### config.mk
export PLATFORM = sky130hd
export DESIGN_NAME = modbus_read_coils_framer
export DESIGN_NICKNAME = d
export VERILOG_FILES = /design/src/hw/rtl/mbrc_pkg.sv /design/src/hw/rtl/modbus_read_coils_framer.sv
export SDC_FILE = /design/constraint.sdc
export NUM_CORES = 1
export LEC_CHECK = 0
export ABC_AREA = 1
export ABC_CLOCK_PERIOD_IN_PS = 3000
export BUFFER_PORTS_ARGS = -buffer_cell sky130_fd_sc_hd__buf_2
export CORE_MARGIN = 5
export CORE_UTILIZATION = 45
export DETAILED_ROUTE_END_ITERATION = 7
export HOLD_SLACK_MARGIN = 0.02
export SETUP_SLACK_MARGIN = 0.4
export SYNTH_ARGS = -nofsm -noshare
export SYNTH_HDL_FRONTEND = slang
export SYNTH_SLANG_ARGS = --single-unit
### constraint.sdc
create_clock -name clk -period 3 [get_ports clk]
set_input_delay 0.3 -clock clk [delete_from_list [all_inputs] [get_ports clk]]
set_output_delay 0.3 -clock clk [all_outputs]
set_load 0.02 [all_outputs]
### src/hw/rtl/mbrc_pkg.sv
// ----------------------------------------------------------------------------
// mbrc_pkg
// Types and constants for the Modbus TCP Read Coils framer.
// ----------------------------------------------------------------------------
package mbrc_pkg;

  localparam int unsigned MAX_COILS_DEF = 2000;

  localparam int unsigned CFG_IDX_W  = 2;
  localparam int unsigned CFG_DATA_W = 16;
  localparam int unsigned QTY_W      = 11;
  localparam int unsigned POS_W      = 9;

  localparam logic [CFG_IDX_W-1:0] CFG_TRANSACTION = 2'd0;
  localparam logic [CFG_IDX_W-1:0] CFG_STATION     = 2'd1;
  localparam logic [CFG_IDX_W-1:0] CFG_FIRST_COIL  = 2'd2;
  localparam logic [CFG_IDX_W-1:0] CFG_QUANTITY    = 2'd3;

  localparam logic       ACT_REQUEST  = 1'b0;
  localparam logic       ACT_RESPONSE = 1'b1;
  localparam logic       KIND_TX      = 1'b0;
  localparam logic       KIND_RX      = 1'b1;

  localparam logic [7:0] FUNC_READ_COILS = 8'h01;
  localparam logic [7:0] MBAP_LENGTH     = 8'h06;
  localparam logic [3:0] BITS_PER_BYTE   = 4'd8;
  localparam logic [3:0] FRAME_LAST      = 4'd11;
  localparam logic [POS_W-1:0] POS_MAX   = 9'd511;

  typedef struct packed {
    logic       action;
    logic [7:0] rx_byte;
    logic       rx_final;
  } in_t;

  typedef struct packed {
    logic       kind;
    logic [7:0] tx_byte;
    logic [7:0] coil_bits;
    logic [3:0] coil_valid;
    logic       bad_response;
    logic       run_end;
  } out_t;

endpackage

### src/hw/rtl/modbus_read_coils_framer.sv
// ----------------------------------------------------------------------------
// modbus_read_coils_framer
// Builds Modbus TCP Read Coils requests and unpacks the response PDU.
// ----------------------------------------------------------------------------
// A request transaction yields twelve frame bytes in consecutive output
// transactions; the input is held off during that burst. A response byte yields
// at most one output transaction (coil group and/or status), so response bytes
// stream at one per clock while the output keeps pace. The single output
// register sets this rate.
module modbus_read_coils_framer
  import mbrc_pkg::*;
#(
  parameter int unsigned MAX_COILS = MAX_COILS_DEF
) (
  input  logic                  clk,
  input  logic                  rst_n,
  input  logic                  cfg_we,
  input  logic [CFG_IDX_W-1:0]  cfg_index,
  input  logic [CFG_DATA_W-1:0] cfg_wdata,
  input  logic                  in_valid,
  output logic                  in_ready,
  input  in_t                   in_data,
  output logic                  out_valid,
  input  logic                  out_ready,
  output out_t                  out_data
);

  localparam logic [QTY_W-1:0] QTY_MAX = QTY_W'(MAX_COILS);

  logic [15:0]      trans_r;
  logic [7:0]       station_r;
  logic [15:0]      first_r;
  logic [QTY_W-1:0] qty_r;

  logic [POS_W-1:0] pos_r, pos_nxt;
  logic [7:0]       decl_r, decl_nxt;
  logic             code_ok_r, code_ok_nxt;
  logic [QTY_W-1:0] left_r, left_nxt;

  logic             busy_r, busy_nxt;
  logic [3:0]       idx_r, idx_nxt;
  logic             out_valid_r, out_valid_nxt;
  out_t             out_r, out_nxt;

  logic             ld_ok, in_acc;
  logic [QTY_W-1:0] eff_qty;
  logic [7:0]       expected;
  logic [3:0]       frame_sel;
  logic [7:0]       frame_byte;
  logic [3:0]       n_coils;
  logic [7:0]       coil_mask;
  logic             is_data, emit_rx, bad;
  out_t             rx_res;

  assign ld_ok    = !out_valid_r || out_ready;
  assign in_ready = !busy_r && ld_ok;
  assign in_acc   = in_valid && in_ready;
  assign out_valid = out_valid_r;
  assign out_data  = out_r;

  assign eff_qty  = (qty_r > QTY_MAX) ? QTY_MAX : qty_r;
  assign expected = 8'((12'(eff_qty) + 12'd7) >> 3);

  // configuration
  always_ff @(posedge clk) begin
    if (!rst_n) begin
      trans_r   <= '0;
      station_r <= '0;
      first_r   <= '0;
      qty_r     <= QTY_W'(1);
    end else if (cfg_we) begin
      unique case (cfg_index)
        CFG_TRANSACTION: trans_r   <= cfg_wdata;
        CFG_STATION:     station_r <= cfg_wdata[7:0];
        CFG_FIRST_COIL:  first_r   <= cfg_wdata;
        CFG_QUANTITY:    qty_r     <= cfg_wdata[QTY_W-1:0];
        default:         ;
      endcase
    end
  end

  // request frame byte
  assign frame_sel = busy_r ? idx_r : 4'd0;

  always_comb begin
    case (frame_sel)
      4'd0:    frame_byte = trans_r[15:8];
      4'd1:    frame_byte = trans_r[7:0];
      4'd5:    frame_byte = MBAP_LENGTH;
      4'd6:    frame_byte = station_r;
      4'd7:    frame_byte = FUNC_READ_COILS;
      4'd8:    frame_byte = first_r[15:8];
      4'd9:    frame_byte = first_r[7:0];
      4'd10:   frame_byte = 8'(eff_qty >> 8);
      4'd11:   frame_byte = eff_qty[7:0];
      default: frame_byte = 8'h00;
    endcase
  end

  // response byte
  assign is_data   = (pos_r >= POS_W'(2));
  assign n_coils   = (left_r > QTY_W'(BITS_PER_BYTE)) ? BITS_PER_BYTE : left_r[3:0];
  assign coil_mask = ~(8'hFF << n_coils);
  assign emit_rx   = is_data || in_data.rx_final;

  always_comb begin
    code_ok_nxt = code_ok_r;
    decl_nxt    = decl_r;
    left_nxt    = left_r;
    pos_nxt     = (pos_r < POS_MAX) ? pos_r + POS_W'(1) : pos_r;
    if (pos_r == '0) begin
      code_ok_nxt = (in_data.rx_byte == FUNC_READ_COILS);
      left_nxt    = eff_qty;
    end else if (pos_r == POS_W'(1)) begin
      decl_nxt = in_data.rx_byte;
    end else begin
      left_nxt = left_r - QTY_W'(n_coils);
    end
  end

  assign bad = (pos_nxt < POS_W'(2)) || !code_ok_nxt ||
               (10'(pos_nxt) != 10'(decl_nxt) + 10'd2) || (decl_nxt != expected);

  always_comb begin
    rx_res              = '0;
    rx_res.kind         = KIND_RX;
    rx_res.run_end      = in_data.rx_final;
    rx_res.bad_response = in_data.rx_final && bad;
    if (is_data) begin
      rx_res.coil_bits  = in_data.rx_byte & coil_mask;
      rx_res.coil_valid = n_coils;
    end
  end

  // output register and burst sequencing
  always_comb begin
    busy_nxt      = busy_r;
    idx_nxt       = idx_r;
    out_valid_nxt = out_valid_r && !out_ready;
    out_nxt       = out_r;
    if (ld_ok) begin
      if (busy_r) begin
        out_valid_nxt   = 1'b1;
        out_nxt         = '0;
        out_nxt.kind    = KIND_TX;
        out_nxt.tx_byte = frame_byte;
        out_nxt.run_end = (idx_r == FRAME_LAST);
        idx_nxt         = idx_r + 4'd1;
        if (idx_r == FRAME_LAST) begin
          busy_nxt = 1'b0;
        end
      end else if (in_acc) begin
        if (in_data.action == ACT_REQUEST) begin
          out_valid_nxt   = 1'b1;
          out_nxt         = '0;
          out_nxt.kind    = KIND_TX;
          out_nxt.tx_byte = frame_byte;
          busy_nxt        = 1'b1;
          idx_nxt         = 4'd1;
        end else if (emit_rx) begin
          out_valid_nxt = 1'b1;
          out_nxt       = rx_res;
        end
      end
    end
  end

  always_ff @(posedge clk) begin
    if (!rst_n) begin
      busy_r      <= 1'b0;
      idx_r       <= '0;
      out_valid_r <= 1'b0;
      pos_r       <= '0;
      decl_r      <= '0;
      code_ok_r   <= 1'b1;
      left_r      <= '0;
    end else begin
      busy_r      <= busy_nxt;
      idx_r       <= idx_nxt;
      out_valid_r <= out_valid_nxt;
      if (in_acc) begin
        if (in_data.action == ACT_REQUEST || in_data.rx_final) begin
          pos_r     <= '0;
          decl_r    <= '0;
          code_ok_r <= 1'b1;
          left_r    <= '0;
        end else begin
          pos_r     <= pos_nxt;
          decl_r    <= decl_nxt;
          code_ok_r <= code_ok_nxt;
          left_r    <= left_nxt;
        end
      end
    end
  end

  always_ff @(posedge clk) begin
    out_r <= out_nxt;
  end

  // checks
  a_burst_idx: assert property (@(posedge clk) disable iff (!rst_n)
    busy_r |-> (idx_r >= 4'd1 && idx_r <= FRAME_LAST))
    else $error("frame index out of range during burst");

  a_req_start: assert property (@(posedge clk) disable iff (!rst_n)
    (in_acc && in_data.action == ACT_REQUEST) |=>
      (out_valid_r && out_r.kind == KIND_TX && out_r.tx_byte == trans_r[15:8] && busy_r))
    else $error("request did not start frame burst");

  a_burst_end: assert property (@(posedge clk) disable iff (!rst_n)
    (out_valid_r && out_ready && out_r.kind == KIND_TX && out_r.run_end) |-> !busy_r)
    else $error("frame burst still running after last byte");

  a_final_clear: assert property (@(posedge clk) disable iff (!rst_n)
    (in_acc && in_data.action == ACT_RESPONSE && in_data.rx_final) |=>
      (pos_r == '0 && left_r == '0 && code_ok_r))
    else $error("response state not cleared after final byte");

  a_coil_mask: assert property (@(posedge clk) disable iff (!rst_n)
    (out_valid_r && out_r.kind == KIND_RX) |->
      (out_r.coil_valid <= BITS_PER_BYTE && (out_r.coil_bits >> out_r.coil_valid) == 8'h00))
    else $error("coil group carries bits beyond its valid count");

endmodule

==> flow_summary.yaml, run 1 <==
status:
  outcome: "completed"
clock_tree:
  worst_setup_hold_path_clk_slew_ps: 70
  htreeDepth: 3
  clock_latency_ps: 360
  cts_made_buffers: 9
  root_buffer: "clkbuf_16"
  cts_tree: "yes"
  clock-sinks: 109
  clockBufferDepth: 2
die:
  die_w_um: 126
  ios: 58
  core_mm2: 0.0132
  die_h_um: 126
  fp-row-count: 42
  start_util_pct: 45.9
  die_area_mm2: 0.0159
setup_path:
  r2r_setup_slack_ps: 540
  crit_type: "flip-flop to flip-flop"
  crit_arrival_ps: 2580
  crit_path_start_kind: "flip-flop"
  required_ps: 3120
  reg2regPathDepth: 19
  r2r-end: "out_data[1]$_SDFFCE_PP0P_"
  regToRegStartpoint: "pos_r[0]$_SDFFE_PN0P_"
  crit_path_end_kind: "flip-flop"
  cp-endpoint: "out_data[1]$_SDFFCE_PP0P_"
  crit_path_start: "pos_r[0]$_SDFFE_PN0P_"
  cp_max_fo: 5
synth:
  syn_area_per_cell_um2: 6.89
  yosysTopAreaCell: "dfxtp_1"
  ys_top_cells_by_area: "dfxtp_1, nand2_1, edfxtp_1"
  yosysUniqueCellTypes: 49
  syn-num-nets: 924
  ys_warn_count: 0
  synth_edf_count: 23
  synth_area_mm2: 0.00608
  seq_area_frac_synth_pct: 39.7
  ys_ff_latch: 109
  synth_ff_type: "dfxtp_1"
  yosysTopAreaCellShare_pct: 28.3
  async_reset_ff_share_pct: 0
  synth_cells: 883
placement:
  place_hpwl_um: 13300
  dpl.cell_count: 1103
  port_buffers: 57
  gp_congestion: 0.899
global_routing:
  grt_pass1_vias: 5795
  grt_pass1_wl_um: 28900
  antenna_found_initial: 0
  grtUsageTotal_pct: 22.5
  gr-total-overflow: 0
  grt_start_max_net_pins: 33
power:
  power_density_mw_per_mm2: 459
  peakVddDrop_v: 0.000271
  p_leak_uw: 0.00303
sta:
  tns_ps: 0
  layout_min_cycle_time_ps: 2460
  fin_skew_ps: 5.31
  clock.fmax_ghz: 0.407
  hold_violations: 0
  rsz0062_at_grt: "no"
  slew-limit-headroom_pct: 54.9
  setup_viol: 0
  maxSlewViolCount: 0
  worst-slew-pin-transition_ps: 671
  period_share_pct: 81.9
cells_and_area:
  final_cell_mix: "nand2_1, nor2_1, inv_1"
  syn_to_final_growth_pct: 16.7
  final_common_cell: "nand2_1"
  final_net_count: 993
  final.fill_count: 1369
  fin_cells: 1133
  final_util_pct: 53.6
  drive_gt1_share_pct: 15.5
  antenna_cells: 0
min_path:
  hold_class: "primary input to flip-flop"
  worstHoldStart: "cfg_wdata[12]"
  min_delay_path_depth: 3
route:
  dr_total_vias: 6134
  wirelength_um: 17900
  wire_per_inst_um: 15.8
  postRouteAntennaNets: 0
  drc: 0
  drtPass1Iterations: 6
  drt_iter0_drc: 414
  vias_per_cell: 5.41
flow_run:
  drv_cap: 0
[state kept, by name (all words and copies together) (netlist names)]
name	flops
busy_r	1
code_ok_r	1
decl_r	8
first_r	16
idx_r	4
left_r	11
out_data	23
out_valid	1
pos_r	9
qty_r	11
station_r	8
trans_r	16
[worst min path at each step]
stage,end,slack (ps)
floorplan,qty_r[0]$_SDFFE_PN1P_,430
global placement,first_r[7]$_SDFFE_PN0P_,450
detailed placement,first_r[7]$_SDFFE_PN0P_,450
CTS,trans_r[12]$_SDFFE_PN0P_,170
global route,trans_r[15]$_SDFFE_PN0P_,190
finish,trans_r[12]$_SDFFE_PN0P_,180
[layer usage]
metal / up-vias / track usage, % / wire [um]
met2: 186 / 38.3 / 8610
li1: 3060 / - / -
met1: 2838 / 27.9 / 7740
met4: 0 / 11.0 / 769
met3: 50 / 3.26 / 802
met5: - / 0 / 0
[final cells by class]
type | instances | area, um^2 | area share [%]
clock buffer | 14 | 274 | 3.86
multi-input combinational | 646 | 3260 | 46.0
inverter | 101 | 379 | 5.34
timing repair buffer | 85 | 495 | 6.99
tap | 176 | 220 | 3.10
clock inverter | 2 | 38.8 | 0.547
sequential | 109 | 2420 | 34.2
[through the flow]
stage	instance area (um^2)	hold WS [ps]	setup WS (ps)	total power (uW)
after floorplan	6080	426	409	1870
after CTS	6950	172	406	3280
final	7090	180	543	3260
after global routing	7090	188	394	3400
after global placement	6570	449	278	2010
after detailed placement	6570	452	177	2020
[synthesized netlist by cell type (6+ instances only)]
cell / number
ha_1: 8
nand3_1: 75
nor3_1: 17
edfxtp_1: 23
nand4_1: 15
nor2_1: 129
nand2_1: 194
clkbuf_1: 23
a21oi_1: 58
nand2_4: 6
dfxtp_1: 86
o21ai_0: 72
nand2_2: 8
inv_1: 96
[critical path, cell delays in order (launching register included)]
cell and delay [ps]:
dfxtp_2 350, buf_4 120, ha_2 190, nand2_4 70
nor2_8 130, nand2_8 90, nand2_2 90, o21ai_4 70
ha_4 270, inv_1 30, nand2_1 50, nand2_1 50
inv_1 60, nand3_2 60, nor2_1 100, nand3_1 90
nor3_2 120, nand3_1 100, nor2_1 130, nor2_1 50
[kinds of logic (layout without fill, tap and decap cells)]
kind of cell | count (synthesis) | count (layout) | share of synthesized area (%)
adders and majority gates | 8 | 8 | 1.65
AOI/OAI and AO/OA | 167 | 167 | 15.8
other | 2 | 2 | 0.124
buffers and inverters | 129 | 202 | 8.33
DFF | 109 | 109 | 39.7
xor gates and xnor gates | 7 | 7 | 1.01
and+or+nand+nor | 461 | 462 | 33.4
[power by group]
group / total (uW) / leakage, uW / switching (uW) / internal [uW]
registers: 1610 / 0.000935 / 38.9 / 1570
logic: 384 / 0.00194 / 269 / 115
clock network: 1270 / 0.000154 / 545 / 721
[repair_timing]
| item | in CTS | in global routing |
|---|---|---|
| setup buffers | 4 | 9 |
| gates resized for setup | 7 | 18 |
| gates cloned | 0 | 1 |
| pin swaps | 2 | 14 |
| endpoints found under the setup margin | 1 | 1 |
| hold buffers | 0 | 0 |
Note: power is estimated with default switching activity, not from simulation.
==> inputs of run 2 (changes only) <==
--- a/config.mk
+++ b/config.mk
@@ -5,8 +5,8 @@
 export SDC_FILE = /design/constraint.sdc
 export NUM_CORES = 1
 export LEC_CHECK = 0
-export ABC_AREA = 1
-export ABC_CLOCK_PERIOD_IN_PS = 3000
+export ABC_AREA = 0
+export ABC_CLOCK_PERIOD_IN_PS = 2400
 export BUFFER_PORTS_ARGS = -buffer_cell sky130_fd_sc_hd__buf_2
 export CORE_MARGIN = 5
 export CORE_UTILIZATION = 45
==> constraint.sdc (replaced) <==
create_clock -name clk -period 2.4 [get_ports clk]
set_input_delay 0.24 -clock clk [delete_from_list [all_inputs] [get_ports clk]]
set_output_delay 0.24 -clock clk [all_outputs]
set_load 0.02 [all_outputs]
==> flow_summary.yaml, run 2 <==
status:
  outcome: "complete, but fails checks"
  violations: "negative setup slack"
placement:
  place_hpwl_um: 12500
  placed_cell_area_mm2: 0.00671
  port_buffers: 57
  gp_congestion: 0.857
global_routing:
  grt_pass1_wl_um: 28200
  grt_pass1_vias: 5450
  grt_start_max_net_pins: 45
  antenna_found_initial: 0
  gr-total-overflow: 0
  grtUsageTotal_pct: 23.8
power:
  p_leak_uw: 0.00299
  peakVddDrop_v: 0.000422
  total_power_uw: 4130
  power_density_mw_per_mm2: 552
sta:
  rsz0062_at_grt: "yes"
  hold_violations: 0
  slew-limit-headroom_pct: 51.5
  tns_ps: -284
  worst-slew-pin-transition_ps: 727
  layout_min_cycle_time_ps: 2680
  fin_skew_ps: 8.31
  clock.fmax_ghz: 0.373
  setup_viol: 1
  fin_ws_ps: -284
  maxSlewViolCount: 0
  period_share_pct: 112
die:
  die_w_um: 124
  start_util_pct: 46.0
  die_h_um: 124
  ios: 58
  die_area_mm2: 0.0153
  fp-row-count: 41
  core_mm2: 0.0127
route:
  vias_per_cell: 5.64
  drtPass1Iterations: 5
  dr_total_vias: 5658
  wire_per_inst_um: 17.8
  drc: 0
  drt_iter0_drc: 482
  wirelength_um: 17900
  postRouteAntennaNets: 0
setup_path:
  crit_type: "flip-flop to flip-flop"
  crit_chain: "nor4_4 -> o2111ai_4 -> mux2i_2 -> inv_2 -> ha_4 -> xnor2_2 -> nand4_1 -> a211o_1 -> nor4_2 -> a21oi_1"
  reg2regPathDepth: 10
  crit_arrival_ps: 2790
  crit_path_start: "pos_r[5]$_SDFFE_PN0P_"
  required_ps: 2500
  cp_max_fo: 6
  crit_path_start_kind: "flip-flop"
  regToRegStartpoint: "pos_r[5]$_SDFFE_PN0P_"
  max_stage_delay_ps: 380
  slowest_stage: "nor4_4"
  crit_path_end_kind: "flip-flop"
synth:
  async_reset_ff_share_pct: 0
  synth_common_cells: "nand2_1, dfxtp_1, a21oi_1"
  yosysTopAreaCell: "dfxtp_1"
  ys_warn_count: 0
  seq_area_frac_synth_pct: 41.4
  synth_ff_type: "dfxtp_1"
  syn_area_per_cell_um2: 8.16
  synth_area_mm2: 0.00582
  syn-num-nets: 755
  yosysTopAreaCellShare_pct: 29.6
  synth_most_common_cell: "nand2_1"
  synth_edf_count: 23
  synth_cells: 714
  ys_top_cells_by_area: "dfxtp_1, edfxtp_1, nand2_1"
  ys_ff_latch: 109
  yosysUniqueCellTypes: 70
cells_and_area:
  antenna_cells: 0
  largest_reg_flops: 23
  syn_to_final_growth_pct: 28.6
  drive_gt1_share_pct: 29.0
  final_net_count: 867
  final_cell_mix: "nand2_1, dfxtp_1, buf_4"
  final.fill_count: 1195
  fin_area_mm2: 0.00749
  final_common_cell: "nand2_1"
clock_tree:
  root_buffer: "clkbuf_16"
  cts_tree: "yes"
  htreeDepth: 3
  postCtsHoldBufs: 0
  worst_setup_hold_path_clk_slew_ps: 80
  clockBufferDepth: 2
  cts_made_buffers: 9
  clock-sinks: 109
  clock_latency_ps: 360
min_path:
  worstHoldStart: "cfg_wdata[13]"
  hold_class: "primary input to flip-flop"
  min_delay_path_depth: 3
flow_run:
  drv_cap: 0
## run 2: cell types whose count changed in the layout (fill, tap and decap cells not counted), moves of 20 or more
| cell | before | now |
|---|---|---|
| inv_1 | 94 | 3 |
| nand3_1 | 73 | 19 |
| buf_4 | 28 | 73 |
| mux2i_1 | 0 | 20 |
| nand2_1 | 192 | 133 |
| nor2_1 | 128 | 67 |
| o21ai_0 | 72 | 21 |
## run 2: report_power, final
group          total, uW  switching [uW]  leakage, uW  internal [uW]
combinational        544             346      0.00190            198
clock               1610             761     0.000158            845
sequential          1980            41.5     0.000934           1940
total               4130            1150      0.00299           2980
## run 2: worst max-delay path: cells and delay by family, from the launching register on
family,cells,cell delay [ps]
buffers and inverters,1,90
DFF,1,340
xor gates and xnor gates,1,90
adders and majority gates,1,280
and+or+nand+nor,3,690
muxes,1,300
AOI/OAI and AO/OA,3,620
## run 2: worst paths after layout
path | to | slack (ps)
setup / recovery | out_data[1]$_SDFFCE_PP0P_ | -280
hold / removal | first_r[13]$_SDFFE_PN0P_ | 120
setup reg to reg | out_data[1]$_SDFFCE_PP0P_ | -280
hold reg to reg | trans_r[4]$_SDFFE_PN0P_ | 460
## run 2: cells by family after synthesis
family / after synthesis / share of synthesized area [%]
other: 2 / 0.129
AND/OR/NAND/NOR: 315 / 25.0
buffers and inverters: 51 / 3.52
adder cells (fa/ha/maj): 8 / 1.72
flip-flops: 109 / 41.4
XOR/XNOR: 23 / 3.46
multiplexers: 26 / 4.73
AO/OA/AOI/OAI: 180 / 20.0
## run 2: final cells by class
class | instances | area (um^2) | share of cell area (%)
multi-input cells | 557 | 3530 | 47.2
flip-flops and latches | 109 | 2430 | 32.5
repair buffers | 140 | 948 | 12.7
clock buffers | 9 | 225 | 3.01
well taps | 172 | 215 | 2.87
clock inverters | 7 | 100 | 1.34
inverters | 9 | 37.5 | 0.501
## run 2: timing repair
| item | 4_1_cts | 5_1_grt |
|---|---|---|
| setup endpoints to repair | 50 | 64 |
| setup buffers | 15 | 6 |
| gates cloned | 3 | 1 |
| resized for setup | 40 | 28 |
| pin swaps | 15 | 7 |
## run 2: metrics by stage
step                      setup slack (ps)  utilization [%]  cells  hold WS, ps
after floorplan                       -298                -    714          364
after global placement                -194             52.9    962          443
after detailed placement              -275             52.9    962          449
after CTS                             -249             57.9    996          109
after global routing                  -420             59.1   1003          127
final                                 -284             59.1   1003          118
## run 2: layer usage
metal / global-route usage [%] / part of all wire (%) / vias to the layer above / wire (um)
met4: 10.7 / 3.2 / 0 / 575
met3: 4.00 / 5.5 / 34 / 990
met1: 30.0 / 43 / 2694 / 7730
met2: 39.9 / 48 / 166 / 8600
met5: 0 / 0 / - / 0
li1: - / - / 2764 / -
==> inputs of run 3 (changes only) <==
--- a/config.mk
+++ b/config.mk
@@ -6,7 +6,7 @@
 export NUM_CORES = 1
 export LEC_CHECK = 0
 export ABC_AREA = 0
-export ABC_CLOCK_PERIOD_IN_PS = 2400
+export ABC_CLOCK_PERIOD_IN_PS = 2600
 export BUFFER_PORTS_ARGS = -buffer_cell sky130_fd_sc_hd__buf_2
 export CORE_MARGIN = 5
 export CORE_UTILIZATION = 45
==> constraint.sdc (replaced) <==
create_clock -name clk -period 2.6 [get_ports clk]
set_input_delay 0.26 -clock clk [delete_from_list [all_inputs] [get_ports clk]]
set_output_delay 0.26 -clock clk [all_outputs]
set_load 0.02 [all_outputs]
==> flow_summary.yaml, run 3 (synthesized netlist as in run 2, its figures left out) <==
status:
  outcome: "complete, but fails checks"
  violations: "negative setup slack"
cells_and_area:
  antenna_cells: 0
  final_common_cell: "nand2_1"
  final_net_count: 832
  final_cell_mix: "nand2_1, dfxtp_1, a21oi_1"
  largest_reg_flops: 23
  final_util_pct: 55.6
  drive_gt1_share_pct: 22.4
  syn_to_final_growth_pct: 20.9
power:
  power_frac_clock_pct: 38.4
  power.switching_uw: 1010
  p_int_uw: 2670
  power_density_mw_per_mm2: 523
  peakVddDrop_v: 0.000345
  switching_share_pct: 27.4
  power_frac_comb_pct: 12.0
  p_leak_uw: 0.00279
  seqPwrFrac_pct: 49.7
placement:
  gp_congestion: 0.935
  port_buffers: 57
  place_hpwl_um: 12100
setup_path:
  r2r-end: "out_data[1]$_SDFFCE_PP0P_"
  max_stage_delay_ps: 390
  crit_chain: "nor4_4 -> o2111ai_4 -> mux2_4 -> ha_4 -> xnor2_2 -> nand4_1 -> a211o_1 -> nor4_2 -> a21oi_1"
  crit_path_start_kind: "flip-flop"
  reg2regPathDepth: 9
  regToRegStartpoint: "pos_r[8]$_SDFFE_PN0P_"
  crit_type: "flip-flop to flip-flop"
  path_delay_family: "simple AND/OR/NAND/NOR gates"
  crit_arrival_ps: 2740
  required_ps: 2700
  cp_num_cells: 9
  r2r_setup_slack_ps: -40
  slowest_stage: "mux2_4"
  crit_path_end_kind: "flip-flop"
  critical_path_buf_inv_count: 0
  cp_max_fo: 7
route:
  drt_iter0_drc: 425
  wirelength_um: 16800
  dr_total_vias: 5442
  wire_per_inst_um: 17.4
  drc: 0
  vias_per_cell: 5.62
  drtPass1Iterations: 6
  postRouteAntennaNets: 0
min_path:
  worstHoldStart: "cfg_wdata[12]"
  hold_path_end: "trans_r[12]$_SDFFE_PN0P_"
  min_delay_path_depth: 3
  hold_class: "primary input to flip-flop"
clock_tree:
  clockBufferDepth: 2
  htreeDepth: 3
  clock-sinks: 109
  cts_made_buffers: 9
  root_buffer: "clkbuf_16"
  cts_tree: "yes"
  clock_latency_ps: 360
  worst_setup_hold_path_clk_slew_ps: 80
sta:
  worst-slew-pin-transition_ps: 645
  setup_viol: 1
  rsz0062_at_grt: "yes"
  maxSlewViolCount: 0
  hold_violations: 0
  period_share_pct: 101
  layout_min_cycle_time_ps: 2640
  clock.fmax_ghz: 0.379
  fin_ws_ps: -36.5
  fin_skew_ps: 8.12
  tns_ps: -36.5
  slew-limit-headroom_pct: 55.8
die:
  ios: 58
  fp-row-count: 41
  die_area_mm2: 0.0153
  start_util_pct: 46.0
  die_w_um: 124
  core_mm2: 0.0127
  die_h_um: 124
global_routing:
  grt_pass1_wl_um: 27000
  grt_pass1_vias: 5104
  antenna_found_initial: 0
  gr-total-overflow: 0
  grt_start_max_net_pins: 65
  grt_use_met3_pct: 3.36
  grt_util_met2_pct: 37.7
  busiest_layer: "met2"
  met1_usage_pct: 29.5
  grtUsageTotal_pct: 22.5
flow_run:
  drv_cap: 0
[run 3: area by class of cell]
cell class | count | area, um^2
clock inverter | 5 | 47.5
inverter | 9 | 33.8
tap | 172 | 215
multi-input combinational | 554 | 3370
sequential | 109 | 2420
clock buffer | 11 | 254
fill | 1199 | 5630
timing repair buffer | 108 | 697
[run 3: tightest hold or removal path, cell delays in order]
cell and delay, ps:
buf_2 100, nand2_1 50, a21oi_1 50
[run 3: how the worst max path moves through the flow]
stage / slack (ps) / endpoint / start
after floorplan: -100 / out_data[1]$_SDFFCE_PP0P_ / pos_r[8]$_SDFFE_PN0P_
after global placement: -60 / out_data[1]$_SDFFCE_PP0P_ / pos_r[8]$_SDFFE_PN0P_
after detailed placement: -110 / out_data[1]$_SDFFCE_PP0P_ / pos_r[0]$_SDFFE_PN0P_
after CTS: -20 / out_data[1]$_SDFFCE_PP0P_ / pos_r[5]$_SDFFE_PN0P_
after global routing: -130 / out_data[1]$_SDFFCE_PP0P_ / pos_r[8]$_SDFFE_PN0P_
final: -40 / out_data[1]$_SDFFCE_PP0P_ / pos_r[8]$_SDFFE_PN0P_
[run 3: power groups by stage]
stage	combinational, uW	clock, uW	sequential, uW
after floorplan	213	0	1900
after global placement	422	0	1870
after detailed placement	426	0	1870
after CTS	430	1440	1830
after global routing	482	1500	1840
final	442	1410	1830
[run 3: timing repair]
item	CTS	global route
endpoints found under the hold margin	0	0
gates resized for setup	12	23
endpoints found under the setup margin	28	15
buffers inserted	1	4
hold buffers	0	0
pin swaps	3	7
[run 3: stage by stage]
stage	hold slack, ps	std cells	setup WS (ps)	area (um^2)	power [uW]
6_report	138	968	-36.5	7040	3680
5_1_grt	135	968	-129	7040	3820
4_1_cts	130	964	-20.6	6930	3690
3_5_place_dp	447	947	-109	6570	2290
3_3_place_gp	441	947	-63.0	6570	2290
2_1_floorplan	384	714	-97.5	5860	2110
[run 3: metal layers]
metal	part of all wire (%)	vias up
met4	1.9	0
met5	0	-
met3	4.8	20
li1	-	2693
met2	48	139
met1	45	2590
